File: config.mk
export PLATFORM = sky130hd
export DESIGN_NAME = preemptive_priority_scheduler_top
export DESIGN_NICKNAME = d
export VERILOG_FILES = /design/src/rtl/pps_pkg.sv /design/src/rtl/pps_ctrl.sv /design/src/rtl/pps_datapath.sv /design/src/rtl/preemptive_priority_scheduler_top.sv
export SDC_FILE = /design/constraint.sdc
export NUM_CORES = 2
export LEC_CHECK = 0
export ABC_AREA = 1
export BUFFER_PORTS_ARGS = -buffer_cell sky130_fd_sc_hd__buf_2
export CORE_UTILIZATION = 40
export DETAILED_ROUTE_END_ITERATION = 16
export GPL_ROUTABILITY_DRIVEN = 1
export GPL_TIMING_DRIVEN = 0
export PLACE_DENSITY = 0.51
export SLEW_MARGIN = 0
export SYNTH_ARGS = -nofsm -noshare
export SYNTH_HDL_FRONTEND = slang
export SYNTH_SLANG_ARGS = --single-unit
File: constraint.sdc
create_clock -name clk_i -period 16.05 [get_ports clk_i]
set_clock_uncertainty 0.15 [all_clocks]
set_input_delay 2.4075 -clock clk_i [delete_from_list [all_inputs] [get_ports clk_i]]
set_output_delay 2.4075 -clock clk_i [all_outputs]
set_load 0.005 [all_outputs]
File: src/rtl/pps_pkg.sv
`default_nettype none
package pps_pkg;

  localparam int MAX_JOBS = 16;
  localparam int IDX_W    = (MAX_JOBS > 1) ? $clog2(MAX_JOBS) : 1;
  localparam int CNT_W    = $clog2(MAX_JOBS + 1);
  localparam int SLOT_W   = 4;
  localparam int TIME_W   = 32;
  localparam int ARR_W    = 16;
  localparam int BURST_W  = 16;
  localparam int PRIO_W   = 8;

  localparam logic MODE_LOAD = 1'b0;
  localparam logic MODE_TICK = 1'b1;

  typedef struct packed {
    logic [ARR_W-1:0]   arrival;
    logic [BURST_W-1:0] burst;
    logic [PRIO_W-1:0]  prio;
    logic [BURST_W-1:0] executed;
    logic [TIME_W-1:0]  first_run;
  } job_rec_t;

  typedef enum logic [2:0] {
    ST_IDLE,
    ST_SCAN,
    ST_DRAIN,
    ST_FETCH,
    ST_CALC,
    ST_POST
  } pps_state_e;

  typedef struct packed {
    logic             load_we;
    logic             scan_clr;
    logic             scan_rd;
    logic [IDX_W-1:0] scan_idx;
    logic             fetch;
    logic             calc;
    logic             post;
  } pps_cmd_t;

  typedef struct packed {
    logic out_free;
  } pps_status_t;

  function automatic logic [TIME_W-1:0] sat_inc(input logic [TIME_W-1:0] t);
    sat_inc = (t == {TIME_W{1'b1}}) ? t : t + TIME_W'(1);
  endfunction

endpackage
`default_nettype wire

File: src/rtl/pps_ctrl.sv
`default_nettype none
module pps_ctrl
  import pps_pkg::*;
(
  input  wire         clk_i,
  input  wire         rst_ni,
  input  wire         in_valid_i,
  input  wire         mode_i,
  output logic        in_ready_o,
  input  pps_status_t status_i,
  output pps_cmd_t    cmd_o
);

  localparam logic [IDX_W-1:0] LastIdx = IDX_W'(MAX_JOBS - 1);

  pps_state_e       state_q, state_d;
  logic [IDX_W-1:0] idx_q, idx_d;

  always_ff @(posedge clk_i or negedge rst_ni) begin
    if (!rst_ni) begin
      state_q <= ST_IDLE;
      idx_q   <= '0;
    end else begin
      state_q <= state_d;
      idx_q   <= idx_d;
    end
  end

  always_comb begin
    state_d          = state_q;
    idx_d            = idx_q;
    in_ready_o       = 1'b0;
    cmd_o            = '0;
    cmd_o.scan_idx   = idx_q;
    case (state_q)
      ST_IDLE: begin
        in_ready_o = 1'b1;
        if (in_valid_i) begin
          if (mode_i == MODE_LOAD) begin
            cmd_o.load_we = 1'b1;
          end else begin
            cmd_o.scan_clr = 1'b1;
            idx_d          = '0;
            state_d        = ST_SCAN;
          end
        end
      end
      ST_SCAN: begin
        cmd_o.scan_rd = 1'b1;
        if (idx_q == LastIdx) begin
          state_d = ST_DRAIN;
        end else begin
          idx_d = idx_q + IDX_W'(1);
        end
      end
      ST_DRAIN: begin
        state_d = ST_FETCH;
      end
      ST_FETCH: begin
        cmd_o.fetch = 1'b1;
        state_d     = ST_CALC;
      end
      ST_CALC: begin
        cmd_o.calc = 1'b1;
        state_d    = ST_POST;
      end
      ST_POST: begin
        if (status_i.out_free) begin
          cmd_o.post = 1'b1;
          state_d    = ST_IDLE;
        end
      end
      default: begin
        state_d = ST_IDLE;
      end
    endcase
  end

endmodule
`default_nettype wire

File: src/rtl/pps_datapath.sv
`default_nettype none
module pps_datapath
  import pps_pkg::*;
(
  input  wire                clk_i,
  input  wire                rst_ni,
  input  pps_cmd_t           cmd_i,
  output pps_status_t        status_o,
  input  wire  [ARR_W-1:0]   arrival_time_i,
  input  wire  [BURST_W-1:0] burst_time_i,
  input  wire  [PRIO_W-1:0]  priority_req_i,
  output logic               out_valid_o,
  input  wire                out_ready_i,
  output logic               idle_o,
  output logic [SLOT_W-1:0]  slot_o,
  output logic [TIME_W-1:0]  start_time_o,
  output logic               finished_o,
  output logic [TIME_W-1:0]  turnaround_o,
  output logic [TIME_W-1:0]  waiting_o,
  output logic [TIME_W-1:0]  response_o,
  output logic               all_done_o
);

  job_rec_t mem_q [MAX_JOBS];
  job_rec_t rd_q;

  logic [MAX_JOBS-1:0] pending_q;
  logic [CNT_W-1:0]    count_q;
  logic [TIME_W-1:0]   now_q;
  logic                eval_en_q;
  logic [IDX_W-1:0]    eval_idx_q;
  logic                found_q;
  logic [PRIO_W-1:0]   best_prio_q;
  logic [IDX_W-1:0]    best_idx_q;
  logic [TIME_W-1:0]   start_q;
  logic                fin_q;
  logic [TIME_W-1:0]   ta_q;
  logic [TIME_W-1:0]   resp_q;
  logic [BURST_W-1:0]  burst_q;
  logic                out_valid_q;

  logic             load_ok;
  logic [IDX_W-1:0] load_idx;
  logic [IDX_W-1:0] rd_addr;
  logic             elig;
  job_rec_t         load_rec;
  job_rec_t         upd_rec;
  logic [BURST_W-1:0] exec_new;
  logic [TIME_W-1:0]  first_new;
  logic [TIME_W-1:0]  done_t;
  logic               fin_new;
  logic               mem_we;
  logic [IDX_W-1:0]   wr_addr;
  job_rec_t           wr_rec;
  logic [TIME_W-1:0]  wait_t;

  assign load_ok  = cmd_i.load_we && (count_q < CNT_W'(MAX_JOBS));
  assign load_idx = count_q[IDX_W-1:0];
  assign rd_addr  = cmd_i.fetch ? best_idx_q : cmd_i.scan_idx;
  assign elig     = eval_en_q && pending_q[eval_idx_q] &&
                    ({{(TIME_W-ARR_W){1'b0}}, rd_q.arrival} <= now_q) &&
                    (!found_q || (rd_q.prio < best_prio_q));

  always_comb begin
    load_rec           = '0;
    load_rec.arrival   = arrival_time_i;
    load_rec.burst     = (burst_time_i == '0) ? BURST_W'(1) : burst_time_i;
    load_rec.prio      = priority_req_i;
    exec_new           = rd_q.executed + BURST_W'(1);
    first_new          = (rd_q.executed == '0) ? now_q : rd_q.first_run;
    fin_new            = (exec_new >= rd_q.burst);
    done_t             = sat_inc(now_q);
    upd_rec            = rd_q;
    upd_rec.executed   = exec_new;
    upd_rec.first_run  = first_new;
    mem_we             = load_ok || (cmd_i.calc && found_q);
    wr_addr            = load_ok ? load_idx : best_idx_q;
    wr_rec             = load_ok ? load_rec : upd_rec;
    wait_t             = (ta_q >= {{(TIME_W-BURST_W){1'b0}}, burst_q}) ?
                         ta_q - {{(TIME_W-BURST_W){1'b0}}, burst_q} : '0;
  end

  always_ff @(posedge clk_i) begin
    if (mem_we) begin
      mem_q[wr_addr] <= wr_rec;
    end
    rd_q <= mem_q[rd_addr];
  end

  always_ff @(posedge clk_i or negedge rst_ni) begin
    if (!rst_ni) begin
      pending_q   <= '0;
      count_q     <= '0;
      now_q       <= '0;
      eval_en_q   <= 1'b0;
      found_q     <= 1'b0;
      out_valid_q <= 1'b0;
    end else begin
      eval_en_q <= cmd_i.scan_rd;
      if (load_ok) begin
        pending_q[load_idx] <= 1'b1;
        count_q             <= count_q + CNT_W'(1);
      end
      if (cmd_i.scan_clr) begin
        found_q <= 1'b0;
      end else if (elig) begin
        found_q <= 1'b1;
      end
      if (cmd_i.calc) begin
        now_q <= sat_inc(now_q);
        if (found_q && fin_new) begin
          pending_q[best_idx_q] <= 1'b0;
        end
      end
      if (cmd_i.post) begin
        out_valid_q <= 1'b1;
      end else if (out_ready_i) begin
        out_valid_q <= 1'b0;
      end
    end
  end

  always_ff @(posedge clk_i) begin
    eval_idx_q <= cmd_i.scan_idx;
    if (elig) begin
      best_prio_q <= rd_q.prio;
      best_idx_q  <= eval_idx_q;
    end
    if (cmd_i.calc) begin
      start_q <= now_q;
      fin_q   <= found_q && fin_new;
      ta_q    <= done_t - {{(TIME_W-ARR_W){1'b0}}, rd_q.arrival};
      resp_q  <= first_new - {{(TIME_W-ARR_W){1'b0}}, rd_q.arrival};
      burst_q <= rd_q.burst;
    end
    if (cmd_i.post) begin
      idle_o       <= !found_q;
      slot_o       <= found_q ? SLOT_W'(best_idx_q) : '0;
      start_time_o <= start_q;
      finished_o   <= fin_q;
      turnaround_o <= fin_q ? ta_q : '0;
      waiting_o    <= fin_q ? wait_t : '0;
      response_o   <= fin_q ? resp_q : '0;
      all_done_o   <= (pending_q == '0);
    end
  end

  assign out_valid_o       = out_valid_q;
  assign status_o.out_free = !out_valid_q || out_ready_i;

endmodule
`default_nettype wire

File: src/rtl/preemptive_priority_scheduler_top.sv
// Preemptive priority scheduler over a table of MAX_JOBS jobs.
// Input channel (in_valid_i/in_ready_o): mode_i = 0 loads a job into the
// next slot and gives no result; mode_i = 1 is a tick, one time unit.
// Output channel (out_valid_o/out_ready_i): one result per tick.
// A load is written as it is taken; loads can be sent every cycle while idle.
// A tick scans every slot in turn through the job table's single read port,
// one slot per cycle, then fetches and updates the chosen job and posts the
// result to the output register; only then is the next item taken, so a
// tick is through before the next one starts.
// Inputs are taken only while no tick is in progress.
// A result held in the output register does not block new items; if the
// receiver stalls, a following tick completes its scan and waits before
// presenting its result until the previous one has been taken.
// Reset clears the pending bits, the job count, the clock and the output
// valid; the job table itself is not cleared and needs no clearing pass.
`default_nettype none
module preemptive_priority_scheduler_top
  import pps_pkg::*;
(
  input  wire                clk_i,
  input  wire                rst_ni,
  input  wire                in_valid_i,
  output logic               in_ready_o,
  input  wire                mode_i,
  input  wire  [ARR_W-1:0]   arrival_time_i,
  input  wire  [BURST_W-1:0] burst_time_i,
  input  wire  [PRIO_W-1:0]  priority_req_i,
  output logic               out_valid_o,
  input  wire                out_ready_i,
  output logic               idle_o,
  output logic [SLOT_W-1:0]  slot_o,
  output logic [TIME_W-1:0]  start_time_o,
  output logic               finished_o,
  output logic [TIME_W-1:0]  turnaround_o,
  output logic [TIME_W-1:0]  waiting_o,
  output logic [TIME_W-1:0]  response_o,
  output logic               all_done_o
);

  pps_cmd_t    cmd;
  pps_status_t status;

  pps_ctrl u_ctrl (
    .clk_i      (clk_i),
    .rst_ni     (rst_ni),
    .in_valid_i (in_valid_i),
    .mode_i     (mode_i),
    .in_ready_o (in_ready_o),
    .status_i   (status),
    .cmd_o      (cmd)
  );

  pps_datapath u_dp (
    .clk_i          (clk_i),
    .rst_ni         (rst_ni),
    .cmd_i          (cmd),
    .status_o       (status),
    .arrival_time_i (arrival_time_i),
    .burst_time_i   (burst_time_i),
    .priority_req_i (priority_req_i),
    .out_valid_o    (out_valid_o),
    .out_ready_i    (out_ready_i),
    .idle_o         (idle_o),
    .slot_o         (slot_o),
    .start_time_o   (start_time_o),
    .finished_o     (finished_o),
    .turnaround_o   (turnaround_o),
    .waiting_o      (waiting_o),
    .response_o     (response_o),
    .all_done_o     (all_done_o)
  );

endmodule
`default_nettype wire

==> impl_metrics.yaml <==
cts:
  cts_made_buffers: 188
  root_buffer: "clkbuf_16"
  cts_max_path_buffers: 3
  cts_setup_buffers: 0
  clk_pin_slew_worst_paths_ns: 0.06
  ctsResizeCount: 0
  cts_max_level: 4
  cts.sinks: 1823
  cts_tree: "done"
  ctsHoldBuffers: 0
  insertion_delay_ns: 0.85
setup_path:
  worstPathMaxFanout: 20
  start_kind: "input port"
  path_cells: "buf_2 -> inv_1 -> nand4_2 -> clkinv_1 -> o21ai_0 -> nand2_1 -> nor2_4 -> buf_12 -> buf_12 -> buf_16"
  path_class: "in2reg"
  crit_slowest_cell: "nor2_4"
  cp_slowest_stage_delay_ns: 0.71
  cp-end-kind: "register"
  cp.required_ns: 16.43
  crit_arrival_ns: 6.03
  crit_top_cell: "buf_12"
die:
  core_um2: 186000
  io_pins: 182
  die_area_um2: 189000
  die_h_um: 435
  rows: 158
  die_w_um: 435
  initial_core_util_pct: 40.4
power_and_ir_drop:
  p_per_area_nw_per_um2: 197
  p_leak_nw: 30.8
  peakVddDrop_mv: 0.185
place:
  dp_hpwl_um: 181000
  place_congestion: 0.926
  port_buffers: 181
  dp_slack_ns: 9.70
min_path:
  hp-class: "reg2reg"
global_route:
  grt_overflow: 0
  grt_antenna_before_repair: 22
  grt_usage_pct: 26.7
  grt_pass1_wl_um: 364000
  grt_pass1_vias: 50600
  grt_max_degree: 71
sta:
  rsz0062_at_grt: "false"
  slew_headroom_pct: 12.4
  worst_pin_slew_ns: 1.31
  max_freq_mhz: 177
  hold_viol_final: 0
  setup-violations-final: 0
  min_period_ns: 5.65
  drv_slew: 0
  tns_ns: 0
  hold_slack_ns: 0.266
  finalWorstSetupSlack_ns: 10.40
  period_share_pct: 35.2
detailed_routing:
  route.detailed.drc: 0
  drt_pass1_iterations: 8
  viasPerCell: 5.57
  vias: 51600
  drtAntennaViolNets: 0
  avgRoutedWirePerCell_um: 27.8
  dr.first_iter.drc_count: 5909
  wl_um: 257000
job:
  drv_cap: 0
synth:
  synth-edff-count: 1668
  syn-num-nets: 6258
  synthFlopType: "edfxtp_1"
  async_flop_share_pct: 3.46
  yosys-top-cells-area: "edfxtp_1 (67%), nor2_1 (4.9%), o21ai_0 (4.6%)"
  ys_seq_elements: 1823
  yosys.cell_types.count: 47
  yosysWarningCount: 0
  netlist_instances: 6115
  seq_area_frac_synth_pct: 71.3
  avgSynthCellArea_um2: 12.3
  synth_top_area_cell: "edfxtp_1"
  synth_top_area_share_pct: 66.8
  syn_area_um2: 75000
final_layout:
  drive_gt1_share_pct: 12.4
  synthToLayoutAreaGrowth_pct: 16.4
  postLayoutCoreUtil_pct: 47.0
  fin_nets: 6746
  fillers: 16800
status:
  status: "finished clean"
==> routing by layer <==
layer	part of all wire [%]	up-vias	GRT usage [%]
met2	47	2240	43.0
li1	-	23300	-
met1	41	25600	35.1
met4	3.9	2	11.1
met5	0.0027	-	0
met3	8.2	418	5.60
==> stage by stage <==
stage	instances	area [µm²]	total power [mW]
floorplan	6115	75000	9.85
global route	9244	87200	17.9
CTS	9242	87200	17.1
global placement	8776	79000	12.7
finish	9257	87300	17.2
detailed placement	8892	81200	12.8
==> state kept, by name, summed over array words and instances (netlist names), 32 cells and up <==
name and flops:
u_dp.ta_q 32, u_dp.mem_q 1408, u_dp.resp_q 32, u_dp.rd_q 88, u_dp.start_time_o 32, u_dp.start_q 32, u_dp.now_q 32, u_dp.turnaround_o 32
u_dp.response_o 32, u_dp.waiting_o 32
==> cells in the final DEF (no fill, tap or decap), types with 6 or more instances in the layout <==
cell type / count
a211oi_2: 15
a21oi_1: 118
buf_1: 10
buf_12: 63
buf_16: 13
buf_2: 356
buf_4: 44
buf_6: 10
bufinv_16: 13
clkbuf_1: 178
clkbuf_16: 191
clkbuf_8: 9
clkinv_1: 41
clkinv_2: 35
dfrtp_1: 63
dfxtp_1: 92
diode_2: 14
edfxtp_1: 1668
ha_1: 95
inv_1: 360
inv_2: 13
nand2_1: 636
nand2_2: 8
nand3_1: 177
nand3b_1: 6
nand4_1: 21
nor2_1: 963
nor2_4: 21
nor3_1: 33
nor4_1: 16
o211ai_1: 108
o21ai_0: 661
o21ai_1: 216
o221ai_1: 250
o22ai_1: 102
or2_2: 9
xnor2_1: 17
xor2_1: 67
==> power breakdown <==
| group | switching (mW) | leakage, nW | internal [mW] |
|---|---|---|---|
| Combinational | 4.88 | 11.2 | 1.61 |
| Sequential | 0.241 | 16.6 | 6.12 |
| Clock | 1.88 | 2.95 | 2.44 |
| Total | 7.00 | 30.8 | 10.2 |
==> layout make-up <==
type,count,area (µm²),area share (%)
Antenna cell,14,35.0,0.0401
Clock inverter,106,968,1.11
Timing Repair Buffer,298,2870,3.29
Multi-Input combinational cell,3581,18800,21.5
Clock buffer,244,5070,5.81
Tap cell,2480,3100,3.56
Inverter,376,1410,1.62
Sequential cell,1823,53500,61.3
Buffer,335,1540,1.76
==> Yosys cell counts, types with 4 or more instances <==
cell      number
o221ai_1     250
ha_1          95
o21ai_0      692
dfrtp_1       63
xnor2_1       17
nor2_1       981
o21bai_1       5
o21ai_2        4
nor2_4         4
clkbuf_1     136
inv_2         13
inv_1        360
xor2_1        67
buf_2        175
nand3_1      177
nand4_1       21
edfxtp_1    1668
dfxtp_1       92
nand2_2        8
nand3b_1       6
buf_1         11
o21ai_1      186
o22ai_1      102
nand2_1      636
a31oi_1        5
nor4_1        16
buf_4         11
o211ai_1     108
a211oi_1      16
or2_2          9
a21oi_1      119
nor3_1        34
==> final timing paths <==
path	from	to	slack [ns]	cells past startpoint
max	mode_i	u_dp.mem_q[14][27]	10.40	10
min	u_ctrl.idx_q[3]	u_dp.eval_idx_q[3]	0.27	0
max reg2reg	u_dp.now_q[0]	u_dp.ta_q[28]	10.98	20
min reg2reg	u_ctrl.idx_q[3]	u_dp.eval_idx_q[3]	0.27	0
max in group asynchronous	rst_ni	u_dp.now_q[28]	13.86	2
min in group asynchronous	rst_ni	u_dp.pending_q[11]	1.30	1
==> kinds of logic (layout without fill, tap and decap cells) <==
logic type,Yosys count,count (layout),share of synthesized area (%)
fa+ha+maj,98,98,1.66
flops,1823,1823,71.3
buf+inv,711,1359,3.92
compound gates,1495,1495,11.9
xor+xnor,84,84,0.981
simple gates,1904,1904,10.2
other cells,0,14,0
==> worst max-delay path: cells and delay by family <==
family / cells / cell delay (ns)
compound gates: 1 / 0.69
buf+inv: 6 / 1.55
simple gates: 3 / 1.27
(Power assumes the default switching activity.)
